===== config.mk =====
export PLATFORM = sky130hd
export DESIGN_NAME = sha1ckg_round
export DESIGN_NICKNAME = d
export VERILOG_FILES = /design/src/sha1_candidate_key_generator_macros.svh /design/src/sha1ckg_pkg.sv /design/src/sha1ckg_round.sv
export SDC_FILE = /design/constraint.sdc
export NUM_CORES = 1
export LEC_CHECK = 0
export CAP_MARGIN = 20
export CORE_AREA = 5 5 597 599
export DETAILED_ROUTE_END_ITERATION = 12
export DIE_AREA = 0 0 602 604
export DONT_BUFFER_PORTS = 1
export SLEW_MARGIN = 20
export SYNTH_ARGS = -nofsm -noshare
export SYNTH_HDL_FRONTEND = slang
export SYNTH_SLANG_ARGS = --single-unit

===== constraint.sdc =====
create_clock -name aclk -period 51.6 [get_ports aclk]
set_clock_uncertainty 0.15 [all_clocks]
set_input_delay 10.32 -clock aclk [delete_from_list [all_inputs] [get_ports aclk]]
set_output_delay 10.32 -clock aclk [all_outputs]
set_load 0.05 [all_outputs]

===== src/sha1_candidate_key_generator_macros.svh =====
// Assertion macros for the candidate key generator.
`ifndef SHA1_CANDIDATE_KEY_GENERATOR_MACROS_SVH
`define SHA1_CANDIDATE_KEY_GENERATOR_MACROS_SVH
`ifndef NO_ASSERTIONS
// Checked only outside reset.
`define SCKG_ASSERT(lbl, prop) \
    lbl: assert property (@(posedge aclk) disable iff (!aresetn) prop) \
        else $error("sckg check failed");
// Checked during reset as well.
`define SCKG_ASSERT_ALWAYS(lbl, prop) \
    lbl: assert property (@(posedge aclk) prop) \
        else $error("sckg check failed");
`else
`define SCKG_ASSERT(lbl, prop)
`define SCKG_ASSERT_ALWAYS(lbl, prop)
`endif
`endif


===== src/sha1ckg_pkg.sv =====
`default_nettype none
package sha1ckg_pkg;

    localparam int KEY_BYTES = 7;
    localparam int KEY_USED  = (KEY_BYTES > 7) ? 7 : KEY_BYTES;
    localparam int KEY_BITS  = KEY_USED * 8;
    localparam int ROUNDS    = 80;

    localparam logic [13:0] MULT_INIT   = 14'd971;
    localparam logic [16:0] ADDA_INIT   = 17'd11113;
    localparam logic [17:0] ADDB_INIT   = 18'd104322;
    localparam logic [63:0] VALUE_INIT  = 64'd4181;
    localparam logic [13:0] MULT_STEP   = 14'd7;
    localparam logic [16:0] ADDA_STEP   = 17'd1907;
    localparam logic [18:0] ADDB_STEP   = 19'd73939;
    localparam logic [13:0] MULT_LIMIT  = 14'd9973;
    localparam logic [13:0] MULT_WRAP   = 14'd9871;
    localparam logic [16:0] ADDA_LIMIT  = 17'd99991;
    localparam logic [16:0] ADDA_WRAP   = 17'd89989;
    localparam logic [18:0] ADDB_LIMIT  = 19'd224729;
    localparam logic [18:0] ADDB_WRAP   = 19'd96233;

    localparam logic [31:0] H0_INIT = 32'h67452301;
    localparam logic [31:0] H1_INIT = 32'hEFCDAB89;
    localparam logic [31:0] H2_INIT = 32'h98BADCFE;
    localparam logic [31:0] H3_INIT = 32'h10325476;
    localparam logic [31:0] H4_INIT = 32'hC3D2E1F0;

    // Generator output beat.
    typedef struct packed {
        logic        valid;
        logic [31:0] idx;
        logic [63:0] value;
    } gen_beat_t;

    // Data handed from one round cell to the next.
    typedef struct packed {
        logic             valid;
        logic [31:0]      idx;
        logic [63:0]      value;
        logic [31:0]      a;
        logic [31:0]      b;
        logic [31:0]      c;
        logic [31:0]      d;
        logic [31:0]      e;
        logic [15:0][31:0] w;
    } cell_state_t;

    function automatic logic [31:0] round_f(input logic [6:0] rnd, input logic [31:0] b,
                                            input logic [31:0] c, input logic [31:0] d);
        logic [31:0] f;
        if (rnd < 7'd20)      f = (b & c) | (~b & d);
        else if (rnd < 7'd40) f = b ^ c ^ d;
        else if (rnd < 7'd60) f = (b & c) | (b & d) | (c & d);
        else                  f = b ^ c ^ d;
        return f;
    endfunction

    function automatic logic [31:0] round_k(input logic [6:0] rnd);
        logic [31:0] k;
        if (rnd < 7'd20)      k = 32'h5A827999;
        else if (rnd < 7'd40) k = 32'h6ED9EBA1;
        else if (rnd < 7'd60) k = 32'h8F1BBCDC;
        else                  k = 32'hCA62C1D6;
        return k;
    endfunction

endpackage
`default_nettype wire


===== src/sha1ckg_round.sv =====
`default_nettype none
module sha1ckg_round
    import sha1ckg_pkg::*;
(
    input  wire logic  aclk,
    input  wire logic  aresetn,
    input  wire logic  advance,
    input  wire logic [6:0] rnd,
    input  wire cell_state_t cell_in,
    output cell_state_t cell_out
);

    cell_state_t state_reg, state_next;
    logic [31:0] t, x;

    always_comb begin
        t = {cell_in.a[26:0], cell_in.a[31:27]} + round_f(rnd, cell_in.b, cell_in.c, cell_in.d)
          + cell_in.e + round_k(rnd) + cell_in.w[0];
        // w[j] = rotl1(w[j-3] ^ w[j-8] ^ w[j-14] ^ w[j-16])
        x = cell_in.w[13] ^ cell_in.w[8] ^ cell_in.w[2] ^ cell_in.w[0];
        state_next       = cell_in;
        state_next.a     = t;
        state_next.b     = cell_in.a;
        state_next.c     = {cell_in.b[1:0], cell_in.b[31:2]};
        state_next.d     = cell_in.c;
        state_next.e     = cell_in.d;
        state_next.w     = {{x[30:0], x[31]}, cell_in.w[15:1]};
    end

    always_ff @(posedge aclk) begin
        if (!aresetn) begin
            state_reg.valid <= 1'b0;
        end else if (advance) begin
            state_reg <= state_next;
        end
    end

    assign cell_out = state_reg;

endmodule
`default_nettype wire


* Word-level counts from Yosys, hierarchy flattened *
Cells that the tools add are included.

cells by class
  magnitude comparators = 3
  multiplexer cells = 6
  $add $sub $neg = 4
  reduce and logical (&&, ||, !) cells = 1
  bitwise operators = 13

operators with widths
  kind                                                        count
  2-to-1 mux 32 bit                                           5
  bitwise XOR 32 bit                                          5
  adder 32 bit                                                4
  bitwise AND 32 bit                                          4
  OR 32 bit                                                   3
  inverter 32 bit                                             1
  2-to-1 mux 31 bit                                           1
  less-than comparator 7 x 6 -> 1 bit, second input constant  2
  less-than comparator 7 x 5 -> 1 bit, second input constant  1
  AND reduction 2 bit                                         1

word-level totals
  bits of input ports = 779
  register bits after elaboration = 769

* Logic depth before layout (Yosys ltp) *
  depth in word-level cells = 10
  depth in mapped cells = 21
  mapped depth without buffers = 19

* Worst setup path before layout *
No wires, ideal clock.

  path kind = input port to flip-flop
  from = input advance
  to = register state_reg, in the netlist cell_out[0] (enable)
  setup time = 1,233 ps
  data required time = 50,217 ps
  path buffers = 0
  cell stages on the path = 1
  slack = 22,700 ps
  arrival time = 27,517 ps
  cell sequence = and2_1

on the way
  cells in the longest elaborated chain, start to end = 1

ends and longest elaborated chain
  element                        RTL line             RTL
  from (decl)                    sha1ckg_round.sv:7   input wire logic advance,
  AND reduction 2 bit (no line)  n/a
  to (signal assigned)           sha1ckg_round.sv:34  state_reg <= state_next;
  to (decl)                      sha1ckg_round.sv:13  cell_state_t state_reg, state_next;

No other way between the ends.
A chain may end at the register's enable or synchronous reset.

* Worst setup path after layout *
  from = input rnd[2]
  to = register state_reg, in the netlist cell_out[669] (data pin)

on the way
  cells in the longest elaborated chain, start to end = 8

ends and longest elaborated chain
  element                              RTL line                              RTL
  from (decl)                          sha1ckg_round.sv:8                    input wire logic [6:0] rnd,
  less-than comparator 7 x 6 -> 1 bit  sha1ckg_pkg.sv:54, sha1ckg_pkg.sv:63
  2-to-1 mux 32 bit                    sha1ckg_pkg.sv:54                     else if (rnd < 7'd60) f = (b & c) | (b & d) | (c & d);
  2-to-1 mux 32 bit                    sha1ckg_pkg.sv:53                     else if (rnd < 7'd40) f = b ^ c ^ d;
  2-to-1 mux 32 bit                    sha1ckg_pkg.sv:52                     if (rnd < 7'd20) f = (b & c) | (~b & d);
  adder 32 bit                         sha1ckg_round.sv:17                   t = {cell_in.a[26:0], cell_in.a[31:27]} + round_f(rnd, cell_in.b, cell_in.c, cell_in.d)
  adder 32 bit                         sha1ckg_round.sv:18                   + cell_in.e + round_k(rnd) + cell_in.w[0];
  adder 32 bit * (2 in a row)          sha1ckg_round.sv:18
  via t[29]                            sha1ckg_round.sv:14                   logic [31:0] t, x;

The timed path passes the listed nets; every way through them passes the cells marked *.

==> reports/metrics.yaml <==
outcome:
  outcome: "completed"
clock_network:
  postCtsSetupBuffers: 0
  root_buffer: "clkbuf_16"
  cts_buffers: 107
  clock_path_buffers: 4
  path_clk_slew_ns: 0.06
  clock_sinks: 769
  clkLatencyLatePin_ns: 0.78
  cts.hold.buffers_added: 0
  cts_tree: "yes"
  post_cts_resize_count: 0
  htreeDepth: 3
logic_synthesis:
  yosysTopAreaCellShare: 0.781
  synth_area_leader_cell: "edfxtp_1"
  synthesis.area_mm2: 0.0295
  yosysSeqAreaShare: 0.781
  synth.distinct_cells: 57
  post-synth-top-count-cell: "edfxtp_1"
  synth_fp_nets: 2444
  synthFlopType: "edfxtp_1"
  yosys-top-cells-count: "edfxtp_1, inv_1, fa_1, xnor2_1, nor2_1"
  synth_warnings: 0
  syn_inst: 1508
  synth.area.top_cells: "edfxtp_1, fa_1, xnor2_1"
  synth.avg_cell_area_um2: 19.6
  async_reset_ff_frac: 0
  synth_edf_count: 768
  ys_ff_latch: 769
critical_path:
  critical_path_class: "primary input to flop"
  worstPathArrival_ns: 16.23
  cp_common_cell: "fa_1"
  endpoint_kind: "flop"
  crit_slowest_cell: "and2_1"
  cp-start-kind: "primary input"
  max_stage_delay_ns: 0.69
  worstPathCellList: "o21ai_0 > and2_1 > inv_2 > buf_4 > nor2_1 > a221oi_1 > fa_1 > inv_1 > fa_1 > ha_1 > fa_1 > a211oi_1 > o21bai_1 > a21oi_1 > o211ai_1 > buf_4 > nand4_1 > a21oi_1 > or3_1 > o311ai_0"
  required_ns: 52.02
  cp_max_fo: 21
timing:
  hold_viol_final: 0
  max_freq_ghz: 0.0632
  slew_viol_final: 0
  relSlewSlack: 0.194
  fin_tns_setup_ns: 0
  finalCritPeriodShare: 0.306
  min_period_ns: 15.82
  setup_viol: 0
  rsz0062_at_grt: "no"
  worst_pin_slew_ns: 1.21
global_routing:
  grt.overflow.total: 0
  grt_max_degree: 169
  grt_pass1_vias: 15685
  gr-usage-all-layers: 0.150
  antenna_found_initial: 285
  grt_pass1_wl_um: 321000
routing:
  routedWlPerCell_um: 44.7
  wl_met2_um: 148000
  wl_met1_um: 88000
  top_layer: "met5"
  drtIter0Drc: 1585
  viasPerCell: 2.61
  drc: 0
  wl_met3_um: 38200
  dr.pass1.iters: 5
  totalWireLength_um: 286000
  vias: 16694
  antenna_left: 0
placed_design:
  io_buffers: 0
  dp_hpwl_um: 255000
  place_congestion: 1.03
die:
  die_w_um: 602
  dieArea_mm2: 0.364
  start_util: 0.0842
  die_y_um: 604
  ios: 1548
  core.rowCount: 218
  core-area_mm2: 0.351
run:
  cap_violations: 0
finish:
  area_delta_synth_final_pct: 33.3
  drive_above_1_share: 0.138
  layout.nets: 2572
  largest_reg_flops: 769
power:
  vdd_drop_max_v: 0.0000319
  power_uw: 2200
  powerDensity_mw_per_mm2: 55.7
  leakagePower_uw: 0.0123
min_path:
  hp-class: "flop to flop"
[final cells by class]
class	instances	area (um2)
antenna	49	123
clock buffer	113	2720
sequential	769	23100
multi-input combinational	546	5780
tap	4620	5780
clock inverter	81	943
fill	39434	311000
timing repair buffer	35	304
inverter	177	664
[metal layers]
| metal | vias to the layer above | track usage |
|---|---|---|
| li1 | 5874 | - |
| met1 | 8419 | 0.142 |
| met2 | 1695 | 0.277 |
| met3 | 622 | 0.0863 |
| met4 | 84 | 0.0381 |
| met5 | - | 0 |
[final timing paths]
path,from,endpoint,slack (ns),cells past startpoint
max,rnd[2],cell_out[669],35.78,20
min,cell_out[768],cell_out[768],0.87,2
max reg2reg,cell_out[768],cell_out[768],50.14,2
min reg2reg,cell_out[768],cell_out[768],0.87,2
[per-stage QoR]
| stage | utilization | setup WS, ns | cell area, um2 | instances | hold slack [ns] |
|---|---|---|---|---|---|
| after floorplan | - | 22.70 | 29500 | 1508 | 0.593 |
| after global placement | 0.101 | 34.56 | 35600 | 6146 | 0.829 |
| after detailed placement | 0.101 | 34.53 | 35600 | 6147 | 0.828 |
| after CTS | 0.112 | 35.40 | 39300 | 6341 | 0.846 |
| after global routing | 0.112 | 35.50 | 39300 | 6363 | 0.880 |
| final | 0.112 | 35.78 | 39400 | 6390 | 0.866 |
[critical path: cells and delay by family]
family          cells  cell delay, ns
compound gates      8            1.54
fa+ha+maj           4            1.76
buf+inv             4            1.04
simple gates        4            1.45
[logic make-up (layout without fill, tap and decap cells)]
group | Yosys count | count (layout) | synth area share
buffers and inverters | 193 | 406 | 0.0249
xor gates and xnor gates | 126 | 126 | 0.0374
other | 0 | 49 | 0
adders and majority gates | 157 | 157 | 0.0970
muxes | 32 | 32 | 0.0112
DFF | 769 | 769 | 0.781
and+or+nand+nor | 108 | 108 | 0.0166
AOI/OAI and AO/OA | 123 | 123 | 0.0317
[where the power goes]
part	internal (uW)	total, uW	switching [uW]
sequential	769	1050	283
combinational	127	340	213
clock	463	804	341
[placed cells by master, fill, tap and decap left out, types with 3 or more instances in the layout]
cell type   count
o21bai_1        5
fa_1          120
clkinv_2       17
inv_6          14
a221o_1        13
o22ai_1         9
ha_1           37
a211oi_1        6
inv_8           5
nand3_1         4
xnor2_1        87
clkinv_4        9
o21a_1          5
buf_12          3
nand4_1         4
o21ai_0        14
and2_1          3
edfxtp_1      768
a21o_1         12
clkinv_8        3
a211o_1         3
mux2_2          8
clkbuf_16     108
o31ai_1         3
clkinv_1        9
xor2_1         39
nor2b_1         6
nand2_1        20
buf_4          31
clkbuf_1        5
a221oi_1        5
a21oi_1        23
diode_2        49
nor2_1         56
inv_1         176
bufinv_16      15
clkinvlp_4      9
mux2i_1        24
Note: power is estimated with default switching activity, not from simulation.
