File: src/sha1_candidate_key_generator_macros.svh
// Assertion macros for the candidate key generator.
`ifndef SHA1_CANDIDATE_KEY_GENERATOR_MACROS_SVH
`define SHA1_CANDIDATE_KEY_GENERATOR_MACROS_SVH
`ifndef NO_ASSERTIONS
// Checked only outside reset.
`define SCKG_ASSERT(lbl, prop) \
    lbl: assert property (@(posedge aclk) disable iff (!aresetn) prop) \
        else $error("sckg check failed");
// Checked during reset as well.
`define SCKG_ASSERT_ALWAYS(lbl, prop) \
    lbl: assert property (@(posedge aclk) prop) \
        else $error("sckg check failed");
`else
`define SCKG_ASSERT(lbl, prop)
`define SCKG_ASSERT_ALWAYS(lbl, prop)
`endif
`endif

File: src/sha1ckg_pkg.sv
`default_nettype none
package sha1ckg_pkg;

    localparam int KEY_BYTES = 7;
    localparam int KEY_USED  = (KEY_BYTES > 7) ? 7 : KEY_BYTES;
    localparam int KEY_BITS  = KEY_USED * 8;
    localparam int ROUNDS    = 80;

    localparam logic [13:0] MULT_INIT   = 14'd971;
    localparam logic [16:0] ADDA_INIT   = 17'd11113;
    localparam logic [17:0] ADDB_INIT   = 18'd104322;
    localparam logic [63:0] VALUE_INIT  = 64'd4181;
    localparam logic [13:0] MULT_STEP   = 14'd7;
    localparam logic [16:0] ADDA_STEP   = 17'd1907;
    localparam logic [18:0] ADDB_STEP   = 19'd73939;
    localparam logic [13:0] MULT_LIMIT  = 14'd9973;
    localparam logic [13:0] MULT_WRAP   = 14'd9871;
    localparam logic [16:0] ADDA_LIMIT  = 17'd99991;
    localparam logic [16:0] ADDA_WRAP   = 17'd89989;
    localparam logic [18:0] ADDB_LIMIT  = 19'd224729;
    localparam logic [18:0] ADDB_WRAP   = 19'd96233;

    localparam logic [31:0] H0_INIT = 32'h67452301;
    localparam logic [31:0] H1_INIT = 32'hEFCDAB89;
    localparam logic [31:0] H2_INIT = 32'h98BADCFE;
    localparam logic [31:0] H3_INIT = 32'h10325476;
    localparam logic [31:0] H4_INIT = 32'hC3D2E1F0;

    // Generator output beat.
    typedef struct packed {
        logic        valid;
        logic [31:0] idx;
        logic [63:0] value;
    } gen_beat_t;

    // Data handed from one round cell to the next.
    typedef struct packed {
        logic             valid;
        logic [31:0]      idx;
        logic [63:0]      value;
        logic [31:0]      a;
        logic [31:0]      b;
        logic [31:0]      c;
        logic [31:0]      d;
        logic [31:0]      e;
        logic [15:0][31:0] w;
    } cell_state_t;

    function automatic logic [31:0] round_f(input logic [6:0] rnd, input logic [31:0] b,
                                            input logic [31:0] c, input logic [31:0] d);
        logic [31:0] f;
        if (rnd < 7'd20)      f = (b & c) | (~b & d);
        else if (rnd < 7'd40) f = b ^ c ^ d;
        else if (rnd < 7'd60) f = (b & c) | (b & d) | (c & d);
        else                  f = b ^ c ^ d;
        return f;
    endfunction

    function automatic logic [31:0] round_k(input logic [6:0] rnd);
        logic [31:0] k;
        if (rnd < 7'd20)      k = 32'h5A827999;
        else if (rnd < 7'd40) k = 32'h6ED9EBA1;
        else if (rnd < 7'd60) k = 32'h8F1BBCDC;
        else                  k = 32'hCA62C1D6;
        return k;
    endfunction

endpackage
`default_nettype wire

File: src/sha1ckg_gen.sv
`default_nettype none
module sha1ckg_gen
    import sha1ckg_pkg::*;
(
    input  wire logic        aclk,
    input  wire logic        aresetn,
    input  wire logic        advance,
    input  wire logic        step,
    input  wire logic        restart,
    input  wire logic        cfg_we,
    input  wire logic [63:0] cfg_data,
    output gen_beat_t        beat
);

    logic [63:0] seed_plus_reg;
    logic [13:0] mult_reg, mult_next, mult_base;
    logic [16:0] adda_reg, adda_next, adda_base, adda_sum;
    logic [17:0] addb_reg, addb_next, addb_base;
    logic [18:0] addb_sum;
    logic [13:0] mult_sum;
    logic [63:0] value_reg, value_next, value_base, prod;
    logic [31:0] cnt_reg, cnt_next, idx_cur;
    gen_beat_t   beat_reg;

    always_comb begin
        mult_base  = restart ? MULT_INIT : mult_reg;
        adda_base  = restart ? ADDA_INIT : adda_reg;
        addb_base  = restart ? ADDB_INIT : addb_reg;
        value_base = restart ? seed_plus_reg : value_reg;
        idx_cur    = restart ? 32'd0 : cnt_reg;

        mult_sum = mult_base + MULT_STEP;
        adda_sum = adda_base + ADDA_STEP;
        addb_sum = {1'b0, addb_base} + ADDB_STEP;
        mult_next = (mult_sum >= MULT_LIMIT) ? mult_sum - MULT_WRAP : mult_sum;
        adda_next = (adda_sum >= ADDA_LIMIT) ? adda_sum - ADDA_WRAP : adda_sum;
        addb_next = (addb_sum >= ADDB_LIMIT) ? 18'(addb_sum - ADDB_WRAP) : 18'(addb_sum);

        prod       = value_base * {50'd0, mult_next};
        value_next = prod + {47'd0, adda_next} + {46'd0, addb_next};
        cnt_next   = idx_cur + 32'd1;
    end

    always_ff @(posedge aclk) begin
        if (!aresetn) begin
            seed_plus_reg  <= VALUE_INIT;
            mult_reg       <= MULT_INIT;
            adda_reg       <= ADDA_INIT;
            addb_reg       <= ADDB_INIT;
            value_reg      <= VALUE_INIT;
            cnt_reg        <= 32'd0;
            beat_reg.valid <= 1'b0;
        end else begin
            if (cfg_we) begin
                seed_plus_reg <= cfg_data + VALUE_INIT;
            end
            if (step) begin
                mult_reg  <= mult_next;
                adda_reg  <= adda_next;
                addb_reg  <= addb_next;
                value_reg <= value_next;
                cnt_reg   <= cnt_next;
            end
            if (advance) begin
                beat_reg.valid <= step;
            end
        end
        if (advance) begin
            beat_reg.idx   <= idx_cur;
            beat_reg.value <= value_next;
        end
    end

    assign beat = beat_reg;

endmodule
`default_nettype wire

File: config.mk
export PLATFORM = sky130hd
export DESIGN_NAME = sha1ckg_gen
export DESIGN_NICKNAME = d
export VERILOG_FILES = /design/src/sha1_candidate_key_generator_macros.svh /design/src/sha1ckg_pkg.sv /design/src/sha1ckg_gen.sv
export SDC_FILE = /design/constraint.sdc
export NUM_CORES = 2
export LEC_CHECK = 0
export BUFFER_PORTS_ARGS = -buffer_cell sky130_fd_sc_hd__buf_2
export CAP_MARGIN = 20
export CORE_MARGIN = 4
export CORE_UTILIZATION = 55
export DETAILED_ROUTE_END_ITERATION = 8
export PLACE_DENSITY = 0.79
export RECOVER_POWER = 25
export SYNTH_ARGS = -nofsm -noshare
export SYNTH_HDL_FRONTEND = slang
export SYNTH_SLANG_ARGS = --single-unit
File: constraint.sdc
create_clock -name aclk -period 17.7 [get_ports aclk]
set_input_delay 1.77 -clock aclk [delete_from_list [all_inputs] [get_ports aclk]]
set_output_delay 1.77 -clock aclk [all_outputs]
set_load 0.01 [all_outputs]
### Yosys cells after proc, flatten, opt, wreduce, memory -nomap -nowiden

Cells that the tools add are included.

* flip-flop bits (word level): 306
* word-level logic and storage cells: 31

* multipliers: 1
* $lt $le $gt $ge: 3
* multiplexer cells: 8
* add/subtract/negate cells: 10

Operators with widths (count)
* $add A64 B13 Y64 const B: 1
* $add A64 B17 Y64: 1
* $add A64 B18 Y64: 1
* $mul A64 B14 Y64: 1
* $mux W64: 1
* $mux W18: 2
* $mux W17: 2
* $add A32 B1 Y32 const B: 1
* $mux W32: 1
* $mux W14: 2
* $add A18 B17 Y19 const B: 1
* $ge A19 B18 Y1 const B: 1
* $sub A18 B17 Y18 const B: 1
* $add A17 B11 Y17 const B: 1
* $ge A17 B17 Y1 const B: 1
* $sub A17 B17 Y17 const B: 1
* $add A14 B3 Y14 const B: 1
* $ge A14 B14 Y1 const B: 1
* $sub A14 B14 Y14 const B: 1

### Depth between registers and ports, before layout

* depth after elaboration: 7
* mapped depth: 50
* gate-level depth less buffers: 37

### Worst setup path before layout

No wires, ideal clock.

* path type: input -> register
* start: input port restart
* end: register value_reg[49]
* path buffers: 14
* setup slack: 5.149 ns
* data required time: 17.578 ns
* arrival: 12.429 ns
* stages: 46
* cells stage by stage: buf_6 > buf_6 > buf_2 > buf_2 > buf_2 > buf_2 > buf_2 > buf_1 > clkbuf_1 > buf_2 > clkbuf_1 > nor2b_1 > ha_1 > nor3b_1 > a221oi_1 > o211ai_2 > nand2_1 > buf_4 > [10 not listed] > fa_1 > fa_1 > inv_1 > fa_1 > inv_1 > ha_1 > a21oi_1 > o21ai_1 > a21o_1 > a21oi_1 > o21a_1 > o221a_2 > a31oi_1 > a221o_1 > a221o_1 > a221o_1 > nor4b_1 > a311o_1

* cells in the longest elaborated chain, start to end: 7
* elaborated cells between the ends (all ways): 19
* classes of those cells: 8 x add/sub; 1 x mul; 3 x order compare; 7 x mux

Ends and longest elaborated chain
* start: declaration: RTL line sha1ckg_gen.sv:9 `input wire logic restart,`
* $mux W14: RTL line sha1ckg_gen.sv:26 `mult_base = restart ? MULT_INIT : mult_reg;`
* $add A14 B3 Y14: RTL line sha1ckg_gen.sv:32 `mult_sum = mult_base + MULT_STEP;`
* $sub A14 B14 Y14 / $ge A14 B14 Y1 (equally long branches): RTL line sha1ckg_gen.sv:35 `mult_next = (mult_sum >= MULT_LIMIT) ? mult_sum - MULT_WRAP : mult_sum;`
* $mux W14: RTL line sha1ckg_gen.sv:35
* $mul A64 B14 Y64: RTL line sha1ckg_gen.sv:39 `prod = value_base * {50'd0, mult_next};`
* $add A64 B17 Y64: RTL line sha1ckg_gen.sv:40 `value_next = prod + {47'd0, adda_next} + {46'd0, addb_next};`
* $add A64 B18 Y64 *: RTL line sha1ckg_gen.sv:40
* end signal: assignment: RTL line sha1ckg_gen.sv:61 `value_reg <= value_next;`
* end: declaration: RTL line sha1ckg_gen.sv:21 `logic [63:0] value_reg, value_next, value_base, prod;`

Mark *: on every way between the ends. The rest lies on a longest branch, timed or not.
A chain may end at the register's enable or synchronous reset.

### Worst setup path in the final report

* start: input port restart
* end: register value_reg[62]

* cells in the longest elaborated chain, start to end: 7
* elaborated cells between the ends (all ways): 19
* classes of those cells: 8 x add/sub; 1 x mul; 3 x order compare; 7 x mux

Ends and longest elaborated chain (RTL line)
* $mux W14: sha1ckg_gen.sv:26
* $add A14 B3 Y14: sha1ckg_gen.sv:32
* $sub A14 B14 Y14 / $ge A14 B14 Y1 (equally long branches): sha1ckg_gen.sv:35
* $mux W14: sha1ckg_gen.sv:35
* $mul A64 B14 Y64: sha1ckg_gen.sv:39
* $add A64 B17 Y64: sha1ckg_gen.sv:40
* $add A64 B18 Y64 *: sha1ckg_gen.sv:40
* named net value_next[62]: sha1ckg_gen.sv:21

The timed path passes the listed nets; every way through them passes the cells marked *.

==> reports/results.txt <==
Setup CP Type = in2reg
most numerous cell on the critical path = fa_1
outcome = finished with violations
post-route ant nets = 0
Tmin final = 13340 ps
CP Data Required Time = 18190 ps
CTS tree = done
clk slew on worst S/H paths = 60 ps
fillers = 6328
cells after synthesis = 4743
first-pass GRT wire length = 188000 um
failing checks = max-capacitance violations, max-slew violations
grt total ovfl = 0
worst min path class = reg2reg
Syn Area/Cell = 8.75 sq um
Compound-Gate Fraction of Synth Area = 7.36%
routed wire length = 117000 um
final setup fails = 0
max reg flops = 97
share of cells above drive strength 1 = 6.87%
Sum Neg Setup Slack = 0 ps
initial antenna violation count = 4
RSZ-0062 raised after global routing = no
XOR/XNOR Fraction of Synth Area = 5.07%
Crit. End Element = flip-flop
clk_lat worst skew = 610 ps
IO buf count = 166
slowest stage delay, CP = 850 ps
Clock Tree Buf Depth = 3
dpl hpwl = 91100 um
Post-CTS Hold Buffers = 0
Hold Crit Depth = 2
worst r2r path cells = 33
count of max-cap constraint violations = 2
io pins = 167
CTS resizes = 0
area of the multi-input gates = 30500 sq um
R2R Path End = value_reg[62]
iteration count of the initial detailed-routing pass = 6
H-tree depth = 2
DR vias/cell = 5.75
Simple-Gate Fraction of Synth Area = 16.1%
Least-Margin Pin Slew = 3590 ps
Die Area = 80000 sq um
initial core utilization = 55.6%
gpl congestion = 1.00
hold_sp = value_reg[51]
worst path arrival time = 13830 ps
vias = 33.4k
max-slew violation count = 100
Final Hold Viols = 0
area delta synth->final = 7.22%
R2R Path Start = mult_reg[0]
GRT Util Overall = 30.1%
Die Ht = 283 um
Synth Register Bits = 306
Yosys warning count = 0
max frequency = 74.9 MHz
largest family of logic cells by synthesized area = adder cells
FFs w/ async S/R, synth = 0%
Reg area = 7090 sq um
crit path max-delay cell type = a21boi_0
TritonCTS Buffers = 38
syn_nets = 5704
Synth Area in Adders = 39.3%
Critical Path Start Type = input port
hold endpoint = value_reg[51]
# Post-CTS Setup Buffers = 0
root buf cell = clkbuf_16
mapped cell area = 41500 sq um
Avg WL per Cell = 20.2 um
CP Max Fanout = 115
Synth Flop Type = dfxtp_1
nets = 5765
Distinct cells, synth = 85
post-synthesis mux area share = 5.32%
sequential area share after synthesis = 17.1%
Post-DP Area = 43300 sq um
Horiz. Die Dim = 283 um
Clock Sinks = 306
vias in the first global route = 34.5k
largest net degree at the start of global routing = 116
EDFF count, synth = 96
row cnt = 100
post-route design area = 44500 sq um
DRT iter0 DRCs = 3030
Final Cycle Share = 75.4%
DR DRC count = 0
core area = 74700 sq um
Rel. slew slack = -140%
reg2reg setup slack = 5680 ps
Final Skew = 25.2 ps
-- cell usage after synthesis, drive strengths merged, types with 25 or more instances --
master | number | share of area (%)
a211oi | 58 | 1.1
a21o | 47 | 0.85
a21oi | 109 | 1.3
and3 | 38 | 0.57
buf | 48 | 0.59
clkbuf | 150 | 1.4
dfxtp | 210 | 10
edfxtp | 96 | 6.9
fa | 689 | 33
ha | 202 | 6.1
inv | 871 | 7.9
mux2 | 67 | 1.8
mux2i | 145 | 3.5
nand2 | 582 | 5.3
nand3 | 70 | 0.84
nor2 | 666 | 6.0
nor2b | 54 | 0.81
nor3 | 33 | 0.43
o21ai | 103 | 1.3
or3 | 25 | 0.38
xnor2 | 132 | 2.8
xor2 | 97 | 2.0
-- final cells by class --
cell class | count | share of cell area, %
clock inverters | 19 | 0.534
clock buffers | 51 | 2.34
inverters | 871 | 7.35
diodes | 1 | 0.00562
flip-flops and latches | 306 | 15.9
well taps | 969 | 2.72
multi-input cells | 3368 | 68.5
repair buffers | 219 | 2.65
-- worst max-delay path by stage --
stage                               end  startpoint  slack [ps]
final                     value_reg[62]     restart        4360
after global routing      value_reg[62]     restart        3840
after CTS                 value_reg[62]     restart        4520
after detailed placement  value_reg[62]     restart        3930
after global placement    value_reg[62]     restart        4180
after floorplan           value_reg[49]     restart        5150
-- layout by cell type (no fill, tap or decap), types with 20 or more instances in the layout --
cell / netlist / routed
mux2i_1: 145 / 143
xnor2_1: 131 / 125
a211oi_1: 55 / 55
a21oi_1: 106 / 106
edfxtp_1: 96 / 96
buf_2: 22 / 113
o21ai_0: 93 / 93
clkbuf_16: 0 / 39
a21o_1: 47 / 46
ha_1: 202 / 202
dfxtp_1: 210 / 210
mux2_2: 59 / 59
nand2b_1: 22 / 22
buf_4: 2 / 53
nor2b_1: 54 / 54
or3_1: 25 / 25
nand2_1: 582 / 582
fa_1: 689 / 689
xor2_1: 97 / 94
nor2_1: 666 / 666
nand3_1: 70 / 70
and3_1: 38 / 38
clkbuf_1: 149 / 61
inv_1: 870 / 869
and2_1: 21 / 20
nand4_1: 22 / 22
nor3_1: 30 / 30
-- critical path: cells and delay by family --
family                     cells  cell delay (ps)
AOI/OAI and AO/OA             13             4330
adders and majority gates      8             3890
and+or+nand+nor                5             1640
buffers and inverters          5             1220
muxes                          1              580
xor gates and xnor gates       2              300
-- per-stage QoR --
| stage | hold slack, ps | setup slack (ps) | util [%] | cells |
|---|---|---|---|---|
| after floorplan | 438 | 5150 | - | 4743 |
| after global placement | 455 | 4180 | 57.9 | 5727 |
| after detailed placement | 477 | 3930 | 57.9 | 5729 |
| after CTS | 492 | 4520 | 59.7 | 5799 |
| after global routing | 522 | 3840 | 59.6 | 5803 |
| final | 485 | 4360 | 59.6 | 5804 |
-- metal layers --
metal,part of all wire (%),global-route usage [%],vias to the layer above,wire (um)
met5,0,0,-,0
met4,5.5,13.9,0,6460
met3,11,7.91,372,13100
met2,44,47.0,1720,51900
met1,39,39.5,16500,45600
li1,-,-,14800,-
-- cell families (layout without fill, tap and decap cells) --
family	count (synthesis)	count (layout)
AOI/OAI and AO/OA	457	457
adders and majority gates	891	891
DFF	306	306
xor gates and xnor gates	233	233
muxes	212	212
other	0	1
buffers and inverters	1069	1160
and+or+nand+nor	1575	1575
Power is left out: the tool's default activity adds up to more than one toggle a clock period on the data nets, which glitch-free logic cannot reach.
